===== config.mk =====
export PLATFORM = sky130hd
export DESIGN_NAME = crc_checked_valve_command_receiver
export DESIGN_NICKNAME = d
export VERILOG_FILES = /design/src/rtl/vcr_pkg.sv /design/src/rtl/crc_checked_valve_command_receiver.sv /design/src/rtl/vcr_front.sv /design/src/rtl/vcr_queue.sv /design/src/rtl/vcr_back.sv
export SDC_FILE = /design/constraint.sdc
export NUM_CORES = 1
export LEC_CHECK = 0
export ABC_CLOCK_PERIOD_IN_PS = 16000
export BUFFER_PORTS_ARGS = -buffer_cell sky130_fd_sc_hd__buf_2
export CORE_UTILIZATION = 60
export DETAILED_ROUTE_END_ITERATION = 16
export PLACE_DENSITY = 0.81
export SYNTH_ARGS = -nofsm -noshare
export SYNTH_HDL_FRONTEND = slang
export SYNTH_SLANG_ARGS = --single-unit

===== constraint.sdc =====
create_clock -name clk -period 16 [get_ports clk]
set_input_delay 1.6 -clock clk [delete_from_list [all_inputs] [get_ports clk]]
set_output_delay 1.6 -clock clk [all_outputs]
set_load 0.01 [all_outputs]

===== src/rtl/vcr_pkg.sv =====
`default_nettype none
package vcr_pkg;

  localparam int unsigned OUT_BITS  = 10;
  localparam int unsigned POS_W     = 4;
  localparam int unsigned TICK_W    = 20;
  localparam int unsigned CFG_IDX_W = 2;
  localparam int unsigned CFG_W     = 20;

  localparam logic [7:0]        ASCII_ONE   = 8'h31;
  localparam logic [TICK_W-1:0] TIMEOUT_RST = 20'd30000;
  localparam logic [7:0]        POLY_RST    = 8'h07;
  localparam logic [7:0]        INIT_RST    = 8'h00;

  localparam logic [CFG_IDX_W-1:0] REG_TIMEOUT = 2'd0;
  localparam logic [CFG_IDX_W-1:0] REG_POLY    = 2'd1;
  localparam logic [CFG_IDX_W-1:0] REG_INIT    = 2'd2;

  typedef enum logic {
    CMD_BYTE = 1'b0,
    CMD_TICK = 1'b1
  } cmd_kind_t;

  typedef struct packed {
    logic       func;
    logic [7:0] byte_value;
  } in_item_t;

  typedef struct packed {
    logic [OUT_BITS-1:0] valve_states;
    logic                frame_good;
    logic                frame_bad;
    logic                timed_out;
  } out_item_t;

  typedef struct packed {
    cmd_kind_t  kind;
    logic [7:0] data;
    logic       is_one;
  } cmd_t;

  typedef struct packed {
    logic [TICK_W-1:0] timeout_ticks;
    logic [7:0]        crc_poly;
    logic [7:0]        crc_init;
  } cfg_t;

  function automatic logic [7:0] crc8_byte(input logic [7:0] acc, input logic [7:0] data,
                                           input logic [7:0] poly);
    logic [7:0] c;
    c = acc ^ data;
    for (int b = 0; b < 8; b++) begin
      if (c[7]) begin
        c = {c[6:0], 1'b0} ^ poly;
      end else begin
        c = {c[6:0], 1'b0};
      end
    end
    return c;
  endfunction

endpackage
`default_nettype wire


===== src/rtl/crc_checked_valve_command_receiver.sv =====
// flow: an accepted transaction is written into the two-entry queue and its result is
//   registered into the output register when the back end pops it from the queue
// throughput: one transaction per cycle when not stalled, bytes and ticks alike; the byte
//   path is an unrolled crc-8 update and a two-entry queue decouples intake from output
// reset: synchronous active-low rst_n clears frame position, valves and idle counter,
//   loads register defaults (timeout 30000, poly 0x07, init 0x00); no clearing pass
`default_nettype none
module crc_checked_valve_command_receiver #(
  parameter int VALVE_COUNT = 10
) (
  input  wire                                    clk,
  input  wire                                    rst_n,
  input  wire                                    in_valid,
  output logic                                   in_stall,
  input  wire vcr_pkg::in_item_t                 in_item,
  output logic                                   out_valid,
  input  wire                                    out_stall,
  output vcr_pkg::out_item_t                     out_item,
  input  wire                                    cfg_valid,
  output logic                                   cfg_ready,
  input  wire [vcr_pkg::CFG_IDX_W-1:0]           cfg_index,
  input  wire [vcr_pkg::CFG_W-1:0]               cfg_data
);

  vcr_pkg::cfg_t cfg_r;
  vcr_pkg::cmd_t front_cmd;
  vcr_pkg::cmd_t q_cmd;
  logic          q_full;
  logic          q_valid;
  logic          q_pop;
  logic          push;

  assign cfg_ready = 1'b1;
  assign in_stall  = q_full;
  assign push      = in_valid && !q_full;

  always_ff @(posedge clk) begin
    if (!rst_n) begin
      cfg_r.timeout_ticks <= vcr_pkg::TIMEOUT_RST;
      cfg_r.crc_poly      <= vcr_pkg::POLY_RST;
      cfg_r.crc_init      <= vcr_pkg::INIT_RST;
    end else if (cfg_valid && cfg_ready) begin
      case (cfg_index)
        vcr_pkg::REG_TIMEOUT: cfg_r.timeout_ticks <= cfg_data[vcr_pkg::TICK_W-1:0];
        vcr_pkg::REG_POLY:    cfg_r.crc_poly      <= cfg_data[7:0];
        vcr_pkg::REG_INIT:    cfg_r.crc_init      <= cfg_data[7:0];
        default: begin
          cfg_r <= cfg_r;
        end
      endcase
    end
  end

  vcr_front u_front (
    .item (in_item),
    .cmd  (front_cmd)
  );

  vcr_queue u_queue (
    .clk       (clk),
    .rst_n     (rst_n),
    .push      (push),
    .push_cmd  (front_cmd),
    .full      (q_full),
    .pop       (q_pop),
    .not_empty (q_valid),
    .pop_cmd   (q_cmd)
  );

  vcr_back #(
    .VALVE_COUNT (VALVE_COUNT)
  ) u_back (
    .clk       (clk),
    .rst_n     (rst_n),
    .cfg       (cfg_r),
    .q_valid   (q_valid),
    .q_cmd     (q_cmd),
    .q_pop     (q_pop),
    .out_valid (out_valid),
    .out_stall (out_stall),
    .out_item  (out_item)
  );

endmodule
`default_nettype wire


===== src/rtl/vcr_front.sv =====
`default_nettype none
module vcr_front (
  input  wire vcr_pkg::in_item_t item,
  output vcr_pkg::cmd_t          cmd
);

  always_comb begin
    cmd.kind   = item.func ? vcr_pkg::CMD_TICK : vcr_pkg::CMD_BYTE;
    cmd.data   = item.byte_value;
    cmd.is_one = (item.byte_value == vcr_pkg::ASCII_ONE);
  end

endmodule
`default_nettype wire


===== src/rtl/vcr_queue.sv =====
`default_nettype none
module vcr_queue (
  input  wire                 clk,
  input  wire                 rst_n,
  input  wire                 push,
  input  wire vcr_pkg::cmd_t  push_cmd,
  output logic                full,
  input  wire                 pop,
  output logic                not_empty,
  output vcr_pkg::cmd_t       pop_cmd
);

  vcr_pkg::cmd_t mem_r [2];
  logic          wr_ptr_r, wr_ptr_nxt;
  logic          rd_ptr_r, rd_ptr_nxt;
  logic [1:0]    count_r, count_nxt;

  assign full      = (count_r == 2'd2);
  assign not_empty = (count_r != 2'd0);
  assign pop_cmd   = mem_r[rd_ptr_r];

  always_comb begin
    wr_ptr_nxt = push ? ~wr_ptr_r : wr_ptr_r;
    rd_ptr_nxt = pop  ? ~rd_ptr_r : rd_ptr_r;
    count_nxt  = count_r;
    case ({push, pop})
      2'b10:   count_nxt = count_r + 2'd1;
      2'b01:   count_nxt = count_r - 2'd1;
      default: count_nxt = count_r;
    endcase
  end

  always_ff @(posedge clk) begin
    if (!rst_n) begin
      wr_ptr_r <= 1'b0;
      rd_ptr_r <= 1'b0;
      count_r  <= 2'd0;
    end else begin
      wr_ptr_r <= wr_ptr_nxt;
      rd_ptr_r <= rd_ptr_nxt;
      count_r  <= count_nxt;
    end
  end

  always_ff @(posedge clk) begin
    if (push) begin
      mem_r[wr_ptr_r] <= push_cmd;
    end
  end

endmodule
`default_nettype wire


===== src/rtl/vcr_back.sv =====
`default_nettype none
module vcr_back #(
  parameter int VALVE_COUNT = 10
) (
  input  wire                     clk,
  input  wire                     rst_n,
  input  wire vcr_pkg::cfg_t      cfg,
  input  wire                     q_valid,
  input  wire vcr_pkg::cmd_t      q_cmd,
  output logic                    q_pop,
  output logic                    out_valid,
  input  wire                     out_stall,
  output vcr_pkg::out_item_t      out_item
);

  localparam int unsigned PW = vcr_pkg::POS_W;
  localparam int unsigned OB = vcr_pkg::OUT_BITS;
  localparam int unsigned TW = vcr_pkg::TICK_W;
  localparam logic [PW-1:0] LAST_POS = PW'(VALVE_COUNT);

  logic [PW-1:0]      pos_r, pos_nxt;
  logic [7:0]         crc_r, crc_nxt;
  logic [OB-1:0]      pending_r, pending_nxt;
  logic [OB-1:0]      valves_r, valves_nxt;
  logic [TW-1:0]      idle_r, idle_nxt;
  logic               out_valid_r;
  vcr_pkg::out_item_t out_item_r, out_item_nxt;
  logic               good, bad, tout;
  logic [7:0]         crc_start;

  assign q_pop     = q_valid && (!out_valid_r || !out_stall);
  assign out_valid = out_valid_r;
  assign out_item  = out_item_r;
  assign crc_start = (pos_r == '0) ? cfg.crc_init : crc_r;

  always_comb begin
    pos_nxt     = pos_r;
    crc_nxt     = crc_r;
    pending_nxt = pending_r;
    valves_nxt  = valves_r;
    idle_nxt    = idle_r;
    good        = 1'b0;
    bad         = 1'b0;
    case (q_cmd.kind)
      vcr_pkg::CMD_BYTE: begin
        if (pos_r >= LAST_POS) begin
          if (q_cmd.data == crc_r) begin
            good       = 1'b1;
            valves_nxt = pending_r;
            idle_nxt   = '0;
          end else begin
            bad = 1'b1;
          end
          pos_nxt     = '0;
          pending_nxt = '0;
          crc_nxt     = cfg.crc_init;
        end else begin
          crc_nxt = vcr_pkg::crc8_byte(crc_start, q_cmd.data, cfg.crc_poly);
          for (int i = 0; i < OB; i++) begin
            if (q_cmd.is_one && pos_r == PW'(i)) begin
              pending_nxt[i] = 1'b1;
            end
          end
          pos_nxt = pos_r + PW'(1);
        end
      end
      vcr_pkg::CMD_TICK: begin
        if (idle_r < cfg.timeout_ticks) begin
          idle_nxt = idle_r + TW'(1);
        end
      end
      default: begin
        pos_nxt = pos_r;
      end
    endcase
    tout = (idle_nxt >= cfg.timeout_ticks);
    if (tout) begin
      valves_nxt = '0;
    end
    out_item_nxt.valve_states = valves_nxt;
    out_item_nxt.frame_good   = good;
    out_item_nxt.frame_bad    = bad;
    out_item_nxt.timed_out    = tout;
  end

  always_ff @(posedge clk) begin
    if (!rst_n) begin
      pos_r       <= '0;
      crc_r       <= vcr_pkg::INIT_RST;
      pending_r   <= '0;
      valves_r    <= '0;
      idle_r      <= '0;
      out_valid_r <= 1'b0;
    end else begin
      if (q_pop) begin
        pos_r     <= pos_nxt;
        crc_r     <= crc_nxt;
        pending_r <= pending_nxt;
        valves_r  <= valves_nxt;
        idle_r    <= idle_nxt;
      end
      if (q_pop) begin
        out_valid_r <= 1'b1;
      end else if (!out_stall) begin
        out_valid_r <= 1'b0;
      end
    end
  end

  always_ff @(posedge clk) begin
    if (q_pop) begin
      out_item_r <= out_item_nxt;
    end
  end

endmodule
`default_nettype wire

==> results.md, run 1 <==
- Status: finished, final reports clean
- Number of gates resized after CTS: 0
- Pin count of the biggest net entering global routing: 42
- Drt first-iter violations: 891
- Chip width: 120.5 um
- Highest attainable clock frequency: 0.1381 GHz
- Clock-pin slew reported for the worst setup and hold paths after clock tree synthesis: 60 ps
- Share of cell area taken by muxes after synthesis: 6.598%
- Most common cell after layout, fill and taps aside: sky130_fd_sc_hd__nand2_1
- Critical path's slowest cell: sky130_fd_sc_hd__a211oi_1
- Count of endpoints failing hold in the final timing report: 0
- Height of the die: 120.5 um
- Least-Margin Pin Slew: 1198 ps
- Area contributors post-synth: sky130_fd_sc_hd__dfxtp_1, sky130_fd_sc_hd__edfxtp_1, sky130_fd_sc_hd__ha_1
- Root Buffer Master: sky130_fd_sc_hd__clkbuf_16
- Number of maximum-capacitance constraint violations: 0
- Worst reg2reg startpoint: u_back.idle_r[1]
- Biggest fanout along the worst timing path: 10
- CP peak stage delay: 1010 ps
- Number of hold-repair buffers added at the cts stage: 0
- Global-route wire length before repair: 34,400 um
- Placement row count: 42
- Overall Global Routing Usage: 29.92%
- Fraction of post-synthesis cell area in the top cell type by area: 22.35%
- Number of nets in the synthesized netlist: 1,044
- Synthesized-area fraction occupied by ao, oa, aoi and oai cells: 20.55%
- Effective utilization at floorplan: 62.58%
- Global route overflow: 0
- Post-detailed-route wirelength per cell: 17.85 um
- Fraction of the mapped netlist area in simple logic gates: 18.03%
- Critical Path AT: 7600 ps
- DRC errors left: 0
- WL final: 20,970 um
- Crit path kind: flip-flop to flip-flop
- Source of the worst hold timing path: cfg_r[27]
- Leakage power of the design: 3.868 nW
- Diode count: 0
- Iteration count of the initial detailed-routing pass: 6
- Clock Path Buffers: 2
- FF+latch count, synth: 127
- Count of nets left with antenna violations after detail routing: 0
- Via-to-Cell Ratio: 6.329
- Total Neg Setup Slack: 0 ps
- Critical Path Source: u_back.idle_r[1]
- Post-layout minimum cycle time: 7244 ps
- Part of the Yosys area used for sequential elements: 34.12%
- Hold slack: 456.4 ps
- Synthesized netlist cell count: 963
- Number of antenna violations at the first check in global routing: 0
- Maximum level of the CTS H-tree: 4
- RSZ-0062 raised after global routing: no
- Final-stage net count: 1,067
- Total via count in the routed design: 7,437
- Slew headroom: 19.64%
- Average footprint of a synthesized cell: 8.743 um2
- Power per unit of standard cell area: 159.3 nW/um2
- CTS tree: done
- Fraction of layout instances using a drive strength above 1: 12.71%
- Core region area: 13,450 um2
- Required time of the critical path: 16,360 ps
- Final max-slew violation count: 0
- Leading register cell type out of synthesis: sky130_fd_sc_hd__dfxtp_1
- Routability congestion estimate: 0.8936
- Kind of capture point of the worst setup path: flip-flop
- Xor/xnor cell area share of the yosys netlist: 9.125%
- Buffers inserted by post-CTS timing repair: 0
- Element type at the critical path start: flip-flop
- Die footprint: 14,510 um2
- Dominant combinational cell family by area after synthesis: compound AO/OA/AOI/OAI gates
- Synth-to-layout area growth: 10.12%
- Most common cell on crit path: sky130_fd_sc_hd__a21o_1
- Period utilization: 45.27%
- CTS buffer count: 17
- Post-synth EDFFs: 33
- Hold/Removal Path Class: flip-flop to flip-flop
- Library cell occupying the most area in the post-synthesis netlist: sky130_fd_sc_hd__dfxtp_1
- Number of input and output port buffers inserted: 50
- VDD IR-drop max: 0.0001259 V
- Fin Clk Skew: 9.248 ps
- Area of the mapped netlist: 8419 um2
- Post-synthesis share of cell area spent on full adders, half adders and majority gates: 6.687%
- Share of async-settable or async-resettable flops after synthesis: 0%
- Top library cells by usage in the layout, fill and taps aside: sky130_fd_sc_hd__nand2_1, sky130_fd_sc_hd__dfxtp_1, sky130_fd_sc_hd__nor2_1
- Final setup vio count: 0
- Clock latency at the later pin of the worst-skew pair: 420 ps
- Yosys cell types: 84
- Boundary Pins: 52
- Post-detail-place hpwl: 14,340 um
- Number of global-route vias before repair: 6,868
- Clock sink count: 127
- Synth warn: 0
-- registers in the layout, indices dropped and copies added, names as in the netlist, named ones only --
signal / cells
u_back.idle_r: 20
u_back.out_valid: 1
u_queue.rd_ptr_r: 1
u_back.valves_r: 10
u_queue.mem_r: 20
u_back.crc_r: 8
u_back.pending_r: 10
cfg_r: 36
u_queue.count_r: 2
u_queue.wr_ptr_r: 1
u_back.out_item: 13
u_back.pos_r: 4
-- where the power goes --
group,total (W),internal [W],switching (W)
logic,0.000681,0.000301,0.000379
clock network,0.000384,0.000231,0.000153
registers,0.000412,0.000377,0.0000346
total,0.00148,0.000910,0.000567
-- Yosys cell counts, types with 6 or more instances --
master	number
sky130_fd_sc_hd__nor4_1	11
sky130_fd_sc_hd__o211ai_1	20
sky130_fd_sc_hd__a21oi_1	59
sky130_fd_sc_hd__a31oi_1	19
sky130_fd_sc_hd__nand3_1	41
sky130_fd_sc_hd__o21ai_0	36
sky130_fd_sc_hd__a22oi_1	10
sky130_fd_sc_hd__and3_1	9
sky130_fd_sc_hd__dfxtp_1	94
sky130_fd_sc_hd__xor2_1	13
sky130_fd_sc_hd__buf_4	6
sky130_fd_sc_hd__a32o_1	11
sky130_fd_sc_hd__mux2i_1	44
sky130_fd_sc_hd__or3_1	6
sky130_fd_sc_hd__nand4_1	8
sky130_fd_sc_hd__xnor2_1	43
sky130_fd_sc_hd__o31ai_1	6
sky130_fd_sc_hd__edfxtp_1	33
sky130_fd_sc_hd__inv_1	35
sky130_fd_sc_hd__a311oi_1	9
sky130_fd_sc_hd__nor2_1	66
sky130_fd_sc_hd__nor3_1	8
sky130_fd_sc_hd__clkbuf_1	36
sky130_fd_sc_hd__a21o_1	23
sky130_fd_sc_hd__or4_1	8
sky130_fd_sc_hd__nand2_1	144
sky130_fd_sc_hd__ha_1	45
sky130_fd_sc_hd__a211oi_1	7
-- layout make-up --
type | instances | area [um2]
Fill cell | 1091 | 4182
Clock buffer | 17 | 425.4
Timing Repair Buffer | 58 | 310.3
Sequential cell | 127 | 2873
Inverter | 37 | 138.9
Multi-Input combinational cell | 745 | 5144
Clock inverter | 15 | 160.2
Tap cell | 176 | 220.2
-- kinds of logic (layout without fill, tap and decap cells) --
family          after synthesis  count (layout)
mux                          52              52
fa+ha+maj                    45              45
buf+inv                      91             127
compound gates              250             250
xor+xnor                     69              69
simple gates                328             328
flops                       127             127
other cells                   1               1
-- critical path, delay by kind of cell (launching register included) --
family / cells / cell delay (ps)
AOI/OAI and AO/OA: 24 / 5450
adders and majority gates: 2 / 540
DFF: 1 / 450
muxes: 1 / 390
buffers and inverters: 1 / 190
and+or+nand+nor: 1 / 140
-- through the flow --
step,util [%],area (um2),power (W),worst slack [ps],cells
floorplan,-,8419,0.0009557,9395,963
global route,68.92,9271,0.001557,8395,1175
CTS,68.92,9271,0.001470,8838,1175
detailed placement,64.56,8686,0.001085,8959,1143
finish,68.92,9271,0.001477,8756,1175
global placement,64.56,8686,0.001073,9117,1143
-- final timing paths --
check / end / slack, ps / cells past startpoint
worst min-delay path: cfg_r[27] / 460 / 2
worst max register to register: u_back.valves_r[3] / 8760 / 29
worst min register to register: cfg_r[27] / 460 / 2
worst max-delay path: u_back.valves_r[3] / 8760 / 29
-- routing by layer --
| layer | global-route usage (%) | vias up | part of all wire, % |
|---|---|---|---|
| met3 | 5.849 | 31 | 7.6 |
| met2 | 47.23 | 328 | 46 |
| li1 | - | 3592 | - |
| met1 | 41.75 | 3486 | 45 |
| met5 | 0 | - | 0 |
| met4 | 8.102 | 0 | 1.2 |
Power figures use the tool's default switching activity.
==> run 2: changes to the inputs <==
ABC_CLOCK_PERIOD_IN_PS = 6400   (was 16000)
CORE_UTILIZATION = 56   (was 60)
PLACE_DENSITY = 0.79   (was 0.81)
clock period = 6.4 ns   (was 16 ns; I/O delays follow)
==> run 2 against run 1 <==
First-iteration DRC count decreased by 24%. Via count increased by 0.83%. Design area rose by 0.81%. Global-route usage shrank 1.7 points. Count of clock-buffer cells in the layout rose by 1. Sequential share of layout area shrank 0.25 points. Utilization is 4.9 points lower. Clock power rose by 140%. Fmax increased by 19%.
==> results.md, run 2 (synthesis results as in run 1) <==
- Clock sink count: 127 (unchanged)
- Die footprint: 15,530 um2 (+7.0%)
- Critical path's slowest cell: sky130_fd_sc_hd__mux2_2
- CTS buffer count: 17 (unchanged)
- Post-route cell area: 9346 um2 (+0.81%)
- Height of the die: 124.6 um (+3.5%)
- Effective utilization at floorplan: 57.71% (-4.9 points)
- Placement row count: 44 (+4.8%)
- Crit path kind: flip-flop to flip-flop
- Post-detailed-route wirelength per cell: 18.00 um (+0.83%)
- VDD IR-drop max: 0.0002656 V (+110%)
- Most common cell on crit path: sky130_fd_sc_hd__a21o_1
- Leakage power of the design: 3.905 nW (+0.93%)
- Routability congestion estimate: 0.8549 (-4.3%)
- Drt first-iter violations: 677 (-24%)
- Pin count of the biggest net entering global routing: 42 (unchanged)
- Count of nets left with antenna violations after detail routing: 0 (unchanged)
- CTS tree: done
- Diode count: 0 (unchanged)
- Total via count in the routed design: 7,499 (+0.83%)
- Switching power: 0.001438 W (+150%)
- Post-layout minimum cycle time: 6083 ps (-1161 ps)
- Clock-pin slew reported for the worst setup and hold paths after clock tree synthesis: 60 ps (about the same)
- Chip width: 124.6 um (+3.5%)
- Power per unit of standard cell area: 395.0 nW/um2 (+150%)
- Number of cells on the worst reg-to-reg path: 30 (+3.4%)
- Least-Margin Pin Slew: 928.9 ps (-269.3 ps)
- Fin Clk Skew: 7.229 ps (-2.019 ps)
- Final setup vio count: 0 (unchanged)
- Number of hold-repair buffers added at the cts stage: 0 (unchanged)
- Hold/Removal Path Class: input port to flip-flop
- Global-route wire length before repair: 35,400 um (+2.9%)
- Element type at the critical path start: flip-flop
- Largest Register: cfg_r
- Dpl cell area: 8761 um2 (+0.86%)
- Synth-to-layout area growth: 11.01%
- CP peak stage delay: 360 ps (-650 ps)
- Count of endpoints failing hold in the final timing report: 0 (unchanged)
- Boundary Pins: 52 (unchanged)
- Most common cell after layout, fill and taps aside: sky130_fd_sc_hd__nand2_1
- Overall Global Routing Usage: 28.21% (-1.7 points)
- Internal power: 0.002253 W (+150%)
- Switch share: 38.96% (+0.55 points)
- Total Neg Setup Slack: 0 ps (unchanged)
- Critical Path AT: 6440 ps (-1160 ps)
- DRC errors left: 0 (unchanged)
- Number of global-route vias before repair: 7,112 (+3.6%)
- Proportion of power drawn by flip-flops and latches: 27.8% (about the same)
- Number of input and output port buffers inserted: 50 (unchanged)
- Critical Path Source: cfg_r[17]
- RSZ-0062 raised after global routing: no
- Final-stage net count: 1,075 (+0.75%)
- Iteration count of the initial detailed-routing pass: 5 (-1)
- Via-to-Cell Ratio: 6.296 (-0.52%)
- Core region area: 14,590 um2 (+8.4%)
- Number of cells traversed by the worst hold path: 1 (-1)
- Post-detail-place hpwl: 14,660 um (+2.2%)
- Max FFs per register: 36 (unchanged)
- Hold slack: 413.4 ps (-43.00 ps)
- Fraction of layout instances using a drive strength above 1: 13.80% (+1.1 points)
- Number of maximum-capacitance constraint violations: 0 (unchanged)
- WL final: 21,430 um (+2.2%)
- Highest attainable clock frequency: 0.1644 GHz (+19%)
- Clock latency at the later pin of the worst-skew pair: 420 ps (about the same)
- Proportion of power drawn by the clock network: 25.3% (-0.7 points)
- Clock Path Buffers: 2 (unchanged)
- Logic pwr share: 46.9% (+0.8 points)
- Period utilization: 95.04% (+50 points)
- Biggest fanout along the worst timing path: 10 (unchanged)
- Largest registers: cfg_r: 36 flops, u_back.idle_r: 20 flops, u_queue.mem_r: 20 flops
- Status: finished, final reports clean
- Global route overflow: 0 (unchanged)
- Slew headroom: 37.63% (+18 points)
- Number of antenna violations at the first check in global routing: 0 (unchanged)
- Maximum level of the CTS H-tree: 4 (unchanged)
- Kind of capture point of the worst setup path: flip-flop
- Worst reg2reg startpoint: cfg_r[17]
- Root Buffer Master: sky130_fd_sc_hd__clkbuf_16
- Top library cells by usage in the layout, fill and taps aside: sky130_fd_sc_hd__nand2_1, sky130_fd_sc_hd__dfxtp_1, sky130_fd_sc_hd__nor2_1
- Required time of the critical path: 6760 ps (-9600 ps)
- Source of the worst hold timing path: in_item[8]
- Buffers inserted by post-CTS timing repair: 0 (unchanged)
- Final max-slew violation count: 0 (unchanged)
-- run 2: layer usage --
metal / GRT usage, % / routed length, um / up-vias
li1: - / - / 3596
met1: 37.93 / 9527 / 3536
met2: 44.69 / 9824 / 319
met3: 6.572 / 1651 / 46
met4: 8.575 / 389 / 2
met5: 1.961 / 40 / -
-- run 2: timing repair --
| item | in CTS | in global routing |
|---|---|---|
| setup endpoints to repair | 0 | 21 |
| endpoints found under the hold margin | 0 | 0 |
| resized for setup | 0 | 3 |
-- run 2: final cells by class --
type	instances	area [um2]
tap	184	230.2
clock buffer	18	439.2
fill	1218	5243
inverter	37	138.9
timing repair buffer	66	370.4
multi-input combinational	745	5162
sequential	127	2873
clock inverter	14	132.6
-- run 2: path summary, 6_finish.rpt --
kind                                             to  slack [ps]
worst min register to register            cfg_r[35]         460
worst min-delay path            u_queue.mem_r[1][9]         410
worst max register to register   u_back.valves_r[6]         320
worst max-delay path             u_back.valves_r[6]         320
-- run 2: metrics by stage --
step                      cells  worst slack [ps]  utilization [%]  power [W]
after floorplan             963             37.00                -   0.002389
after global placement     1159             366.3            60.05   0.002698
after detailed placement   1159             230.5            60.05   0.002738
after CTS                  1191             111.6            63.97   0.003680
after global routing       1191             21.34            64.07   0.003904
final                      1191             317.5            64.07   0.003692
-- run 2: power by group through the flow --
stage	logic [W]	clock network, W	registers, W
2_1_floorplan	0.00136	0	0.00103
3_3_place_gp	0.00166	0	0.00104
3_5_place_dp	0.00170	0	0.00104
4_1_cts	0.00171	0.000942	0.00102
5_1_grt	0.00188	0.000981	0.00104
6_report	0.00173	0.000934	0.00103
-- run 2: worst max-delay path, delay by kind of cell (launching register included) --
| kind | cells | cell delay (ps) |
|---|---|---|
| fa+ha+maj | 2 | 590 |
| simple gates | 1 | 140 |
| flops | 1 | 330 |
| mux | 1 | 360 |
| buf+inv | 2 | 270 |
| compound gates | 24 | 4340 |
